--- config.mk ---
export PLATFORM = sky130hd
export DESIGN_NAME = sbl_hpass
export DESIGN_NICKNAME = d
export VERILOG_FILES = /design/src/rtl/sbl_pkg.sv /design/src/rtl/sbl_hpass.sv
export SDC_FILE = /design/constraint.sdc
export NUM_CORES = 1
export LEC_CHECK = 0
export ABC_AREA = 1
export BUFFER_PORTS_ARGS = -buffer_cell sky130_fd_sc_hd__buf_2
export CAP_MARGIN = 25
export CORE_MARGIN = 2
export CORE_UTILIZATION = 45
export CTS_CLUSTER_SIZE = 28
export DETAILED_ROUTE_END_ITERATION = 8
export GPL_TIMING_DRIVEN = 1
export HOLD_SLACK_MARGIN = 0.02
export PLACE_DENSITY = 0.72
export SLEW_MARGIN = 30
export SYNTH_ARGS = -nofsm -noshare
export SYNTH_HDL_FRONTEND = slang
export SYNTH_SLANG_ARGS = --single-unit
--- constraint.sdc ---
create_clock -name clk -period 6.6 [get_ports clk]
set_input_delay 1.65 -clock clk [delete_from_list [all_inputs] [get_ports clk]]
set_output_delay 1.65 -clock clk [all_outputs]
set_load 0.02 [all_outputs]
--- src/rtl/sbl_pkg.sv ---
// Shared types, register indexes and blur arithmetic for the separable 5x5 blur.
package sbl_pkg;

    localparam int CFG_INDEX_W       = 2;
    localparam int CFG_DATA_W        = 12;
    localparam int IMAGE_WIDTH_BITS  = 11;
    localparam int IMAGE_HEIGHT_BITS = 12;
    localparam int IMAGE_WIDTH_RST   = 640;
    localparam int IMAGE_HEIGHT_RST  = 480;
    localparam int LINE_TAPS         = 4;

    localparam logic [CFG_INDEX_W-1:0] REG_IMAGE_WIDTH  = 2'd0;
    localparam logic [CFG_INDEX_W-1:0] REG_IMAGE_HEIGHT = 2'd1;

    localparam logic ACTION_PIXEL = 1'b0;

    localparam logic [12:0] DIV10_RECIP = 13'd6554;

    typedef struct packed {
        logic [7:0] red;
        logic [7:0] green;
        logic [7:0] blue;
    } pixel_t;

    typedef struct packed {
        logic hvalid;
        logic emit;
        logic h_edge;
        logic v_edge;
        logic last;
    } stage_ctrl_t;

    // Exact for every sum a five-tap 1-2-4-2-1 window of bytes can produce.
    function automatic logic [7:0] div10(input logic [11:0] x);
        logic [24:0] prod;
        prod = 25'(x) * 25'(DIV10_RECIP);
        return prod[23:16];
    endfunction

    function automatic logic [7:0] blur_chan(input logic [7:0] a, input logic [7:0] b,
                                             input logic [7:0] c, input logic [7:0] d,
                                             input logic [7:0] e);
        logic [11:0] sum;
        sum = 12'(a) + (12'(b) << 1) + (12'(c) << 2) + (12'(d) << 1) + 12'(e);
        return div10(sum);
    endfunction

    function automatic pixel_t blur_pix(input pixel_t a, input pixel_t b, input pixel_t c,
                                        input pixel_t d, input pixel_t e);
        pixel_t res;
        res.red   = blur_chan(a.red, b.red, c.red, d.red, e.red);
        res.green = blur_chan(a.green, b.green, c.green, d.green, e.green);
        res.blue  = blur_chan(a.blue, b.blue, c.blue, d.blue, e.blue);
        return res;
    endfunction

endpackage

--- src/rtl/sbl_hpass.sv ---
// Five-pixel window and the horizontal 1-2-4-2-1 filter stage.
module sbl_hpass import sbl_pkg::*; (
    input  logic        clk,
    input  logic        rst_n,
    input  logic        en,
    input  logic        win_shift,
    input  pixel_t      in_pix,
    input  stage_ctrl_t s1_ctrl,
    output stage_ctrl_t s2_ctrl_reg,
    output pixel_t      s2_hval_reg
);

    pixel_t win_reg [5];
    pixel_t hval;

    // The window center is two transactions old; its neighbors share its row
    // unless the center sits in the first two or the last two columns of the row.
    assign hval = s1_ctrl.h_edge ? win_reg[2]
                                 : blur_pix(win_reg[4], win_reg[3], win_reg[2],
                                            win_reg[1], win_reg[0]);

    always_ff @(posedge clk)
    begin
        if (win_shift)
        begin
            win_reg[0] <= in_pix;
            for (int k = 1; k < 5; k++)
            begin
                win_reg[k] <= win_reg[k-1];
            end
        end
        if (en)
        begin
            s2_hval_reg <= hval;
        end
    end

    always_ff @(posedge clk or negedge rst_n)
    begin
        if (!rst_n)
        begin
            s2_ctrl_reg <= '0;
        end
        else if (en)
        begin
            s2_ctrl_reg <= s1_ctrl;
        end
    end

endmodule

==> impl_metrics.py <==
metrics = {
    "synthesis": {
        "yosysTopAreaCellShare_pct": 26.1,
        "synth.avg_cell_area_sq_um": 9.36,
        "synth-main-ff-cell": "edfxtp_1",
        "syn_area_sq_um": 16500,
        "yosys.area.top_type": "edfxtp_1",
        "syn-num-nets": 2253,
        "synth-edff-count": 144,
        "synth_seq_cells": 149,
        "netlist_top_cells_count": "inv_1 (530), nand2_1 (298), ha_1 (270)",
        "async_flop_share_pct": 3.36,
        "postSynthCellCount": 1767,
        "ys_types": 39,
        "yosysMostFrequentCell": "inv_1",
        "yosysSeqAreaShare_pct": 26.9,
        "synthTopCellsByArea": "edfxtp_1 (26%), fa_1 (22%), ha_1 (20%)",
        "ys_warn_count": 0,
    },
    "timing": {
        "setup_slack_ns": -0.286,
        "slew_headroom_pct": 40.0,
        "hold_slack_ns": 0.448,
        "hold_violations": 0,
        "setup-violations-final": 24,
        "worst_pin_slew_ns": 0.899,
        "fin_crit_ns": 6.89,
        "maxSlewViolCount": 0,
        "fmaxAchievable_mhz": 145,
        "totalNegativeSetupSlack_ns": -3.18,
        "rsz0062_at_grt": "yes",
        "fin_crit_sh_pct": 104,
        "clock_skew_ns": 0.0158,
    },
    "die": {
        "dieArea_sq_um": 38300,
        "io_pins": 62,
        "start_util_pct": 45.4,
        "fp-row-count": 70,
        "core_area_sq_um": 36400,
        "fp.dieW_um": 196,
        "die_h_um": 196,
    },
    "global_route": {
        "grt_use_total_pct": 21.7,
        "grt_pass1_wl_mm": 65.0,
        "grt_max_degree": 73,
        "overflow": 0,
        "antenna_found_initial": 2,
        "grt_pass1_vias": 13100,
    },
    "drt": {
        "wl_mm": 40.8,
        "met3WireLength_mm": 1.58,
        "drtAntennaViolNets": 0,
        "top_layer": "met5",
        "drcViolationCount": 0,
        "post_drt_wl_per_cell_um": 16.1,
        "viasPerCell": 4.88,
        "wl_met1_mm": 17.4,
        "vias": 12400,
        "wl_met2_mm": 20.5,
        "drtIter0Drc": 643,
        "dr.pass1.iters": 5,
    },
    "clock_tree": {
        "clkSlewWorstSetupHoldPaths_ns": 0.08,
        "cts.htree.levels": 4,
        "cts_buffers": 17,
        "root_buffer": "clkbuf_16",
        "cts_hold_buf": 0,
        "cts_tree": "done",
        "clock_latency_ns": 0.46,
        "cts_sinks": 149,
        "cts_buffer_depth": 2,
    },
    "placement": {
        "place_area_sq_um": 18700,
        "dp_hpwl_mm": 30.7,
        "dp_slack_ns": -0.604,
        "place_congestion": 0.927,
        "io_buffers": 61,
    },
    "setup_path": {
        "max_stage_delay_ns": 0.54,
        "worstSetupEndpointType": "flip-flop",
        "cp.required_ns": 6.80,
        "rr_startpoint": "win_reg[0][20]",
        "cp.arrival_ns": 7.09,
        "path_class": "flip-flop to flip-flop",
        "crit_start": "win_reg[0][20]",
        "startpoint_type": "flip-flop",
        "critPathMaxFanout": 3,
        "cp_slowest_cell": "fa_1",
        "cp_common_cell": "inv_2",
    },
    "flow_run": {
        "cap_violations": 0,
    },
    "final_layout": {
        "largest_reg_flops": 120,
        "final_area_sq_um": 21600,
        "nNetsFinal": 2541,
        "n_fill_cell": 2912,
        "area_growth_pct": 30.4,
        "layout-drive-gt1-share_pct": 31.2,
    },
    "status": {
        "violations": "negative setup slack",
        "status": "finished with violations",
    },
    "hold_path": {
        "hold_class": "flip-flop to flip-flop",
        "hp-start": "win_reg[3][19]",
    },
}
[worst max-delay path: cells and delay by family, from the launching register on]
kind                     cells  cell delay (ns)
buffers and inverters       12             0.89
AND/OR/NAND/NOR             16             1.33
AO/OA/AOI/OAI                1             0.13
adder cells (fa/ha/maj)      9             3.80
flip-flops                   1             0.47
[placed cells by master, fill, tap and decap left out, types with 6 or more instances in the layout]
master / synthesis / final
o21ai_2: 0 / 8
inv_6: 0 / 6
fa_1: 183 / 175
nand2_4: 4 / 32
buf_2: 1 / 60
ha_1: 270 / 202
a21oi_4: 0 / 12
nor2_2: 3 / 12
nand3_2: 3 / 11
clkbuf_16: 0 / 17
xor2_1: 13 / 9
inv_2: 4 / 58
nor2_4: 1 / 8
nand2_1: 298 / 238
nand3_1: 55 / 44
fa_2: 0 / 8
nand2_2: 9 / 40
a21o_1: 6 / 6
nand3b_1: 8 / 8
a21oi_2: 5 / 25
ha_4: 0 / 66
buf_4: 0 / 198
nor3_2: 0 / 6
edfxtp_1: 144 / 144
nand4_1: 7 / 7
a21oi_1: 64 / 32
buf_6: 0 / 15
nor2_1: 76 / 60
inv_1: 530 / 471
[area by class of cell]
type                    instances  area, sq um  share of cell area, %
repair buffers                276         2020                   9.34
clock buffers                  18          429                   1.99
flip-flops and latches        149         4450                   20.6
multi-input cells            1077        11900                   55.3
diodes                          1         2.50                 0.0116
clock inverters                14          133                  0.615
inverters                     534         2020                   9.36
well taps                     468          586                   2.71
[metrics by stage]
stage,std cells,utilization (%)
after floorplan,1767,-
after global placement,2450,51.2
after detailed placement,2450,51.2
after CTS,2514,57.2
after global routing,2537,59.2
final,2537,59.2
[layer usage]
layer / up-vias / GRT usage (%)
met1: 6072 / 27.4
met4: 2 / 7.69
met3: 73 / 3.78
met2: 220 / 37.7
li1: 6022 / -
met5: - / 0
[final timing paths]
| path | end | depth (start not counted) | slack (ns) |
|---|---|---|---|
| min | win_reg[4][19] | 0 | 0.45 |
| min reg2reg | win_reg[4][19] | 0 | 0.45 |
| max in group asynchronous | s2_ctrl_reg[2] | 1 | 5.39 |
| min in group asynchronous | s2_ctrl_reg[0] | 1 | 1.03 |
| max | s2_hval_reg[21] | 38 | -0.29 |
| max reg2reg | s2_hval_reg[21] | 38 | -0.29 |
[timing repair]
action,4_1_cts,5_1_grt
buffers inserted,34,22
pin swaps,143,110
gates resized for setup,278,122
endpoints found under the setup margin,24,24
[kinds of logic (layout without fill, tap and decap cells)]
group	after synthesis	in the layout	synth area share [%]
AOI/OAI and AO/OA	112	112	4.02
xor gates and xnor gates	24	24	1.45
adders and majority gates	453	453	42.6
buffers and inverters	541	842	12.3
DFF	149	149	26.9
muxes	4	4	0.272
other	0	1	0
and+or+nand+nor	484	484	12.5
Power is not shown: default switching activity piles up to over one toggle a cycle in this logic, so the estimate is an artifact.
