`src/rtl/sbl_pkg.sv`:
```
// Shared types, register indexes and blur arithmetic for the separable 5x5 blur.
package sbl_pkg;

    localparam int CFG_INDEX_W       = 2;
    localparam int CFG_DATA_W        = 12;
    localparam int IMAGE_WIDTH_BITS  = 11;
    localparam int IMAGE_HEIGHT_BITS = 12;
    localparam int IMAGE_WIDTH_RST   = 640;
    localparam int IMAGE_HEIGHT_RST  = 480;
    localparam int LINE_TAPS         = 4;

    localparam logic [CFG_INDEX_W-1:0] REG_IMAGE_WIDTH  = 2'd0;
    localparam logic [CFG_INDEX_W-1:0] REG_IMAGE_HEIGHT = 2'd1;

    localparam logic ACTION_PIXEL = 1'b0;

    localparam logic [12:0] DIV10_RECIP = 13'd6554;

    typedef struct packed {
        logic [7:0] red;
        logic [7:0] green;
        logic [7:0] blue;
    } pixel_t;

    typedef struct packed {
        logic hvalid;
        logic emit;
        logic h_edge;
        logic v_edge;
        logic last;
    } stage_ctrl_t;

    // Exact for every sum a five-tap 1-2-4-2-1 window of bytes can produce.
    function automatic logic [7:0] div10(input logic [11:0] x);
        logic [24:0] prod;
        prod = 25'(x) * 25'(DIV10_RECIP);
        return prod[23:16];
    endfunction

    function automatic logic [7:0] blur_chan(input logic [7:0] a, input logic [7:0] b,
                                             input logic [7:0] c, input logic [7:0] d,
                                             input logic [7:0] e);
        logic [11:0] sum;
        sum = 12'(a) + (12'(b) << 1) + (12'(c) << 2) + (12'(d) << 1) + 12'(e);
        return div10(sum);
    endfunction

    function automatic pixel_t blur_pix(input pixel_t a, input pixel_t b, input pixel_t c,
                                        input pixel_t d, input pixel_t e);
        pixel_t res;
        res.red   = blur_chan(a.red, b.red, c.red, d.red, e.red);
        res.green = blur_chan(a.green, b.green, c.green, d.green, e.green);
        res.blue  = blur_chan(a.blue, b.blue, c.blue, d.blue, e.blue);
        return res;
    endfunction

endpackage

```
`src/rtl/sbl_ctrl.sv`:
```
// Frame geometry registers, position counters and per-transaction stage control.
module sbl_ctrl import sbl_pkg::*; #(
    parameter int MAX_WIDTH  = 1024,
    parameter int MAX_HEIGHT = 2048
) (
    input  logic                         clk,
    input  logic                         rst_n,
    input  logic                         en,
    input  logic                         in_acc,
    input  logic                         action,
    input  logic                         cfg_wr,
    input  logic [CFG_INDEX_W-1:0]       cfg_index,
    input  logic [CFG_DATA_W-1:0]        cfg_data,
    output logic                         win_shift,
    output stage_ctrl_t                  s1_ctrl_reg,
    output logic [$clog2(MAX_WIDTH)-1:0] s1_col_reg
);

    localparam int CW    = $clog2(MAX_WIDTH);
    localparam int WW    = $clog2(MAX_WIDTH + 1);
    localparam int RW    = $clog2(MAX_HEIGHT);
    localparam int HW    = $clog2(MAX_HEIGHT + 1);
    localparam int HRW   = $clog2(MAX_HEIGHT + 2);
    localparam int LW    = $clog2(2 * MAX_WIDTH + 3);
    localparam int W_RST = (IMAGE_WIDTH_RST > MAX_WIDTH) ? MAX_WIDTH : IMAGE_WIDTH_RST;
    localparam int H_RST = (IMAGE_HEIGHT_RST > MAX_HEIGHT) ? MAX_HEIGHT : IMAGE_HEIGHT_RST;

    logic [WW-1:0]  w_reg, w_next;
    logic [CW-1:0]  wm1_reg, wm1_next;
    logic [LW-1:0]  lead_max_reg, lead_max_next;
    logic [HW-1:0]  h_reg, h_next;
    logic [RW-1:0]  hm1_reg, hm1_next;
    logic [HRW-1:0] hp1_reg, hp1_next;

    logic [CW-1:0]  icol_reg, icol_next;
    logic [RW-1:0]  irow_reg, irow_next;
    logic           in_done_reg, in_done_next;
    logic [LW-1:0]  lead_reg, lead_next;
    logic [CW-1:0]  hcol_reg, hcol_next;
    logic [HRW-1:0] hrow_reg, hrow_next;

    logic [IMAGE_WIDTH_BITS-1:0]  w_raw;
    logic [IMAGE_HEIGHT_BITS-1:0] h_raw;
    logic [WW-1:0]                w_new;
    logic [HW-1:0]                h_new;
    logic                         cfg_w_hit, cfg_h_hit;
    logic                         counted, do_acc, hvalid, emit, h_edge, v_edge, last;
    logic                         frame_done, restart;
    stage_ctrl_t                  stage_ctrl;

    assign w_raw     = cfg_data[IMAGE_WIDTH_BITS-1:0];
    assign h_raw     = cfg_data[IMAGE_HEIGHT_BITS-1:0];
    assign cfg_w_hit = cfg_wr && (cfg_index == REG_IMAGE_WIDTH);
    assign cfg_h_hit = cfg_wr && (cfg_index == REG_IMAGE_HEIGHT);

    // A drain request before the frame has fully arrived is dropped.
    assign counted    = in_done_reg || (action == ACTION_PIXEL);
    assign do_acc     = in_acc && counted;
    assign hvalid     = lead_reg >= LW'(2);
    assign emit       = lead_reg == lead_max_reg;
    assign h_edge     = (hcol_reg < CW'(2)) ||
                        ((WW + 1)'(hcol_reg) + (WW + 1)'(2) >= (WW + 1)'(w_reg));
    assign v_edge     = (hrow_reg < HRW'(4)) || (hrow_reg >= HRW'(h_reg));
    assign last       = (hrow_reg == hp1_reg) && (hcol_reg == wm1_reg);
    assign frame_done = do_acc && emit && last;
    assign restart    = cfg_w_hit || cfg_h_hit || frame_done;
    assign win_shift  = do_acc;

    always_comb
    begin
        if (w_raw == '0)
        begin
            w_new = WW'(1);
        end
        else if (32'(w_raw) > MAX_WIDTH)
        begin
            w_new = WW'(MAX_WIDTH);
        end
        else
        begin
            w_new = WW'(w_raw);
        end

        if (h_raw == '0)
        begin
            h_new = HW'(1);
        end
        else if (32'(h_raw) > MAX_HEIGHT)
        begin
            h_new = HW'(MAX_HEIGHT);
        end
        else
        begin
            h_new = HW'(h_raw);
        end
    end

    always_comb
    begin
        w_next        = w_reg;
        wm1_next      = wm1_reg;
        lead_max_next = lead_max_reg;
        h_next        = h_reg;
        hm1_next      = hm1_reg;
        hp1_next      = hp1_reg;
        icol_next     = icol_reg;
        irow_next     = irow_reg;
        in_done_next  = in_done_reg;
        lead_next     = lead_reg;
        hcol_next     = hcol_reg;
        hrow_next     = hrow_reg;

        if (cfg_w_hit)
        begin
            w_next        = w_new;
            wm1_next      = CW'(w_new - WW'(1));
            lead_max_next = LW'({w_new, 1'b0}) + LW'(2);
        end
        if (cfg_h_hit)
        begin
            h_next   = h_new;
            hm1_next = RW'(h_new - HW'(1));
            hp1_next = HRW'(h_new) + HRW'(1);
        end

        if (restart)
        begin
            icol_next    = '0;
            irow_next    = '0;
            in_done_next = 1'b0;
            lead_next    = '0;
            hcol_next    = '0;
            hrow_next    = '0;
        end
        else if (do_acc)
        begin
            if (!in_done_reg)
            begin
                if (icol_reg == wm1_reg)
                begin
                    icol_next = '0;
                    if (irow_reg == hm1_reg)
                    begin
                        irow_next    = '0;
                        in_done_next = 1'b1;
                    end
                    else
                    begin
                        irow_next = irow_reg + RW'(1);
                    end
                end
                else
                begin
                    icol_next = icol_reg + CW'(1);
                end
            end
            if (!emit)
            begin
                lead_next = lead_reg + LW'(1);
            end
            if (hvalid)
            begin
                if (hcol_reg == wm1_reg)
                begin
                    hcol_next = '0;
                    hrow_next = hrow_reg + HRW'(1);
                end
                else
                begin
                    hcol_next = hcol_reg + CW'(1);
                end
            end
        end
    end

    always_comb
    begin
        stage_ctrl = '0;
        if (do_acc)
        begin
            stage_ctrl.hvalid = hvalid;
            stage_ctrl.emit   = emit;
            stage_ctrl.h_edge = h_edge;
            stage_ctrl.v_edge = v_edge;
            stage_ctrl.last   = last;
        end
    end

    always_ff @(posedge clk or negedge rst_n)
    begin
        if (!rst_n)
        begin
            w_reg        <= WW'(W_RST);
            wm1_reg      <= CW'(W_RST - 1);
            lead_max_reg <= LW'(2 * W_RST + 2);
            h_reg        <= HW'(H_RST);
            hm1_reg      <= RW'(H_RST - 1);
            hp1_reg      <= HRW'(H_RST + 1);
            icol_reg     <= '0;
            irow_reg     <= '0;
            in_done_reg  <= 1'b0;
            lead_reg     <= '0;
            hcol_reg     <= '0;
            hrow_reg     <= '0;
            s1_ctrl_reg  <= '0;
        end
        else
        begin
            w_reg        <= w_next;
            wm1_reg      <= wm1_next;
            lead_max_reg <= lead_max_next;
            h_reg        <= h_next;
            hm1_reg      <= hm1_next;
            hp1_reg      <= hp1_next;
            icol_reg     <= icol_next;
            irow_reg     <= irow_next;
            in_done_reg  <= in_done_next;
            lead_reg     <= lead_next;
            hcol_reg     <= hcol_next;
            hrow_reg     <= hrow_next;
            if (en)
            begin
                s1_ctrl_reg <= stage_ctrl;
            end
        end
    end

    always_ff @(posedge clk)
    begin
        if (en)
        begin
            s1_col_reg <= hcol_reg;
        end
    end

`ifndef SYNTHESIS
    a_lead_bound: assert property (@(posedge clk) disable iff (!rst_n)
        lead_reg <= lead_max_reg)
        else $error("Fill count ran past its limit.");

    a_col_bound: assert property (@(posedge clk) disable iff (!rst_n)
        (hcol_reg <= wm1_reg) && (icol_reg <= wm1_reg))
        else $error("Column counter left the active row.");

    a_last_after_input: assert property (@(posedge clk) disable iff (!rst_n)
        frame_done |-> in_done_reg)
        else $error("Frame end issued before the whole frame arrived.");

    a_frame_restart: assert property (@(posedge clk) disable iff (!rst_n)
        frame_done |=> (lead_reg == '0) && !in_done_reg && (hrow_reg == '0))
        else $error("Counters not cleared after frame end.");

    a_emit_has_column: assert property (@(posedge clk) disable iff (!rst_n)
        s1_ctrl_reg.emit |-> s1_ctrl_reg.hvalid)
        else $error("Output requested without a row-filtered value.");
`endif

endmodule

```
`config.mk`:
```
export PLATFORM = sky130hd
export DESIGN_NAME = sbl_ctrl
export DESIGN_NICKNAME = d
export VERILOG_FILES = /design/src/rtl/sbl_pkg.sv /design/src/rtl/sbl_ctrl.sv
export SDC_FILE = /design/constraint.sdc
export NUM_CORES = 1
export LEC_CHECK = 0
export ABC_AREA = 1
export CORE_MARGIN = 2
export CORE_UTILIZATION = 60
export DETAILED_ROUTE_END_ITERATION = 12
export DONT_BUFFER_PORTS = 1
export PLACE_DENSITY = 0.79
export SKIP_CTS_REPAIR_TIMING = 1
export SLEW_MARGIN = 20
export SYNTH_ARGS = -nofsm -noshare
export SYNTH_HDL_FRONTEND = slang
export SYNTH_SLANG_ARGS = --single-unit
```
`constraint.sdc`:
```
create_clock -name clk -period 2.8 [get_ports clk]
set_input_delay 0.14 -clock clk [delete_from_list [all_inputs] [get_ports clk]]
set_output_delay 0.14 -clock clk [all_outputs]
set_load 0.01 [all_outputs]
```
==> impl_metrics.csv <==
group,metric,value,unit
outcome,status,"finished with violations",
floorplanning,fp.dieW,128.2,µm
cts,cts_tree,"yes",
timing,skew,0.008060,ns
routing,antenna_left,0,
cts,cts_sinks,136,
timing,hold_viol,134,
power,pwr-share-clk,37.8,%
routing,first_pass_iters,6,
cts,cts_max_level,4,
grt,grt_pass1_wl,40340,µm
worst_setup_path,cp_max_fo,6,
cts,path_clk_slew,0.06,ns
worst_setup_path,r2r.worst_path.cells,14,
routing,vias,8591,
grt,gr-total-overflow,0,
placed_design,port_buffers,0,
timing,maxSlewHeadroom,56.06,%
logic_synthesis,ys.warnings.count,0,
finish,syn2layout_area_growth,9.401,%
worst_setup_path,crit_type,"reg -> reg",
logic_synthesis,syn_area,9250,µm²
logic_synthesis,synth_area_leader_cell,"dfrtp_1",
worst_setup_path,crit_top_cell,"nand2_1",
timing,setup_viol,0,
timing,tns,0,ns
power,p_int,4.549,mW
timing,fin_crit_sh,92.62,%
routing,wirelength,24790,µm
power,p_sw_share,31.74,%
grt,grt_pass1_vias,8259,
cts,numCtsBuffers,17,
routing,drt-vias-per-instance,5.724,
logic_synthesis,synth_cell_types,42,
timing,whs,-0.5968,ns
cts,cts_root_buffer,"clkbuf_16",
routing,drc,0,
worst_setup_path,crit_required,3.12,ns
grt,antenna_found_initial,1,
timing,period_needed,2.593,ns
placed_design,hpwl,17380,µm
logic_synthesis,avgSynthCellArea,7.067,µm²
flow_run,maxCapViolations,0,
logic_synthesis,synth_top_cell_area_share,26.51,%
power,pwr_density_cell,658.5,nW/µm²
finish,fill_cells,1279,
finish,layout_common_cells,"nand2_1 (382), inv_1 (169), nor2_1 (145)",
logic_synthesis,synthesis.nets,1363,
routing,dr.first_iter.drc_count,839,
grt,grt_start_max_net_pins,127,
worst_setup_path,path_cells,"ha_1 -> nand2_1 -> nor2_1 -> nand2_1 -> nor2_1 -> nand2_1 -> xor2_1 -> ha_1 -> nand2_1 -> o21ai_0 -> a21oi_1 -> nand4_1 -> nand2_1 -> nand2_1",
power,p_leak,4.932,nW
outcome,violations,"negative hold slack",
logic_synthesis,ys_ff_latch,136,
worst_setup_path,rrSetupSlack,0.21,ns
grt,grt.total_usage,31.31,%
worst_setup_path,slowest_stage,"dfrtp_1",
cts,cts_buffer_depth,2,
cts,clkLatencyLatePin,0.43,ns
power,ir_drop,470.9,µV
timing,maxSlewViolCount,0,
power,seq_power_share,39.3,%
worst_setup_path,critPathCaptureType,"flip-flop",
finish,nets,1352,
finish,final_common_cell,"nand2_1",
routing,avgRoutedWirePerCell,16.51,µm
worst_setup_path,start_kind,"flip-flop",
power,power_frac_comb,23.0,%
worst_hold_path,hp-class,"in -> async",
worst_setup_path,slowest_delay,0.44,ns
floorplanning,die-area,16430,µm²
floorplanning,row_count,45,
power,switching_power,2.115,mW
worst_setup_path,arrival,2.91,ns
floorplanning,ios,36,
logic_synthesis,syn_inst,1309,
logic_synthesis,synthTopCellsByArea,"dfrtp_1 (27%), nand2_1 (16%), dfstp_2 (8.0%)",
timing,clock.fmax,385.6,MHz
worst_setup_path,rr_endpoint,"s1_ctrl_reg[2]$_DFFE_PN0P_",
logic_synthesis,yosysSeqAreaShare,37.71,%
floorplanning,start_util,61.07,%
timing,rsz0062_at_grt,"false",
floorplanning,dieHeight,128.2,µm
timing,tightest_slew,0.6569,ns
floorplanning,core-area,15150,µm²
placed_design,gp_congestion,0.9799,
finish,drive_gt1_share,7.780,%
power,power,6.664,mW
worst_setup_path,r2r-start,"hcol_reg[1]$_DFFE_PN0P_",
## per-layer routing
layer,global-route usage [%],part of all wire (%),up-vias
met5,0,0,-
met4,14.61,3.9,0
met3,6.678,6.2,72
met2,54.61,50,331
met1,36.94,40,4010
li1,-,-,4178
## critical path: cells and delay by family, from the launching register on
family	cells	cell delay (ns)
adders and majority gates	2	0.56
and+or+nand+nor	9	1.05
AOI/OAI and AO/OA	2	0.30
xor gates and xnor gates	1	0.15
DFF	1	0.44
## cells by family after synthesis
family | synth area share (%)
adder cells (fa/ha/maj) | 4.599
XOR/XNOR | 5.870
flip-flops | 37.71
AO/OA/AOI/OAI | 9.198
buffers and inverters | 10.28
AND/OR/NAND/NOR | 32.34
## metrics by stage
stage	util [%]	area [µm²]	setup slack (ns)	hold slack, ns	instances
3_5_place_dp	61.74	9351	0.3743	-0.1513	1457
6_report	66.82	10120	0.2066	-0.5968	1501
3_3_place_gp	61.74	9351	0.4887	-0.1524	1457
5_1_grt	66.82	10120	0.03671	-0.6119	1501
2_1_floorplan	-	9250	0.6674	-0.1556	1309
4_1_cts	66.12	10010	0.2633	-0.6061	1489
## worst max-delay path by stage
stage | depth (start not counted) | startpoint | end
after floorplan | 14 | hcol_reg[1]$_DFFE_PN0P_ | s1_ctrl_reg[2]$_DFFE_PN0P_
after global placement | 14 | hcol_reg[1]$_DFFE_PN0P_ | s1_ctrl_reg[2]$_DFFE_PN0P_
after detailed placement | 14 | hcol_reg[1]$_DFFE_PN0P_ | s1_ctrl_reg[2]$_DFFE_PN0P_
after CTS | 14 | hcol_reg[1]$_DFFE_PN0P_ | s1_ctrl_reg[2]$_DFFE_PN0P_
after global routing | 14 | hcol_reg[1]$_DFFE_PN0P_ | s1_ctrl_reg[2]$_DFFE_PN0P_
final | 14 | hcol_reg[1]$_DFFE_PN0P_ | s1_ctrl_reg[2]$_DFFE_PN0P_
## power groups by stage
stage / Combinational [mW] / Sequential [mW] / Clock (mW)
6_report: 1.53 / 2.62 / 2.52
5_1_grt: 1.74 / 2.65 / 2.62
4_1_cts: 1.50 / 2.61 / 2.53
3_5_place_dp: 1.48 / 2.64 / 0
3_3_place_gp: 1.43 / 2.64 / 0
2_1_floorplan: 1.20 / 2.51 / 0
## cells in the mapped netlist (all sizes together)
library cell,number
o2111ai,23
dfrtp,98
o211ai,4
clkbuf,27
nand4,50
nor3,27
a31oi,2
o41ai,1
o22ai,1
nor2,153
a21oi,30
xnor2,21
edfxtp,10
nand2,387
nand3b,2
xor2,41
o21bai,5
a22o,2
or2,2
o31ai,3
clkinv,2
nand3,71
o21ai,71
dfstp,28
ha,34
nor4,9
buf,32
inv,173
## cell type report
| class | instances | area [µm²] | share of cell area [%] |
|---|---|---|---|
| Clock buffer | 20 | 466.7 | 4.612 |
| Clock inverter | 12 | 196.4 | 1.941 |
| Inverter | 175 | 656.9 | 6.491 |
| Sequential cell | 136 | 3488 | 34.47 |
| Tap cell | 188 | 235.2 | 2.324 |
| Multi-Input combinational cell | 939 | 4816 | 47.59 |
| Antenna cell | 2 | 5.005 | 0.04946 |
| Timing Repair Buffer | 29 | 255.2 | 2.522 |
Note: power is estimated with default switching activity, not from simulation.
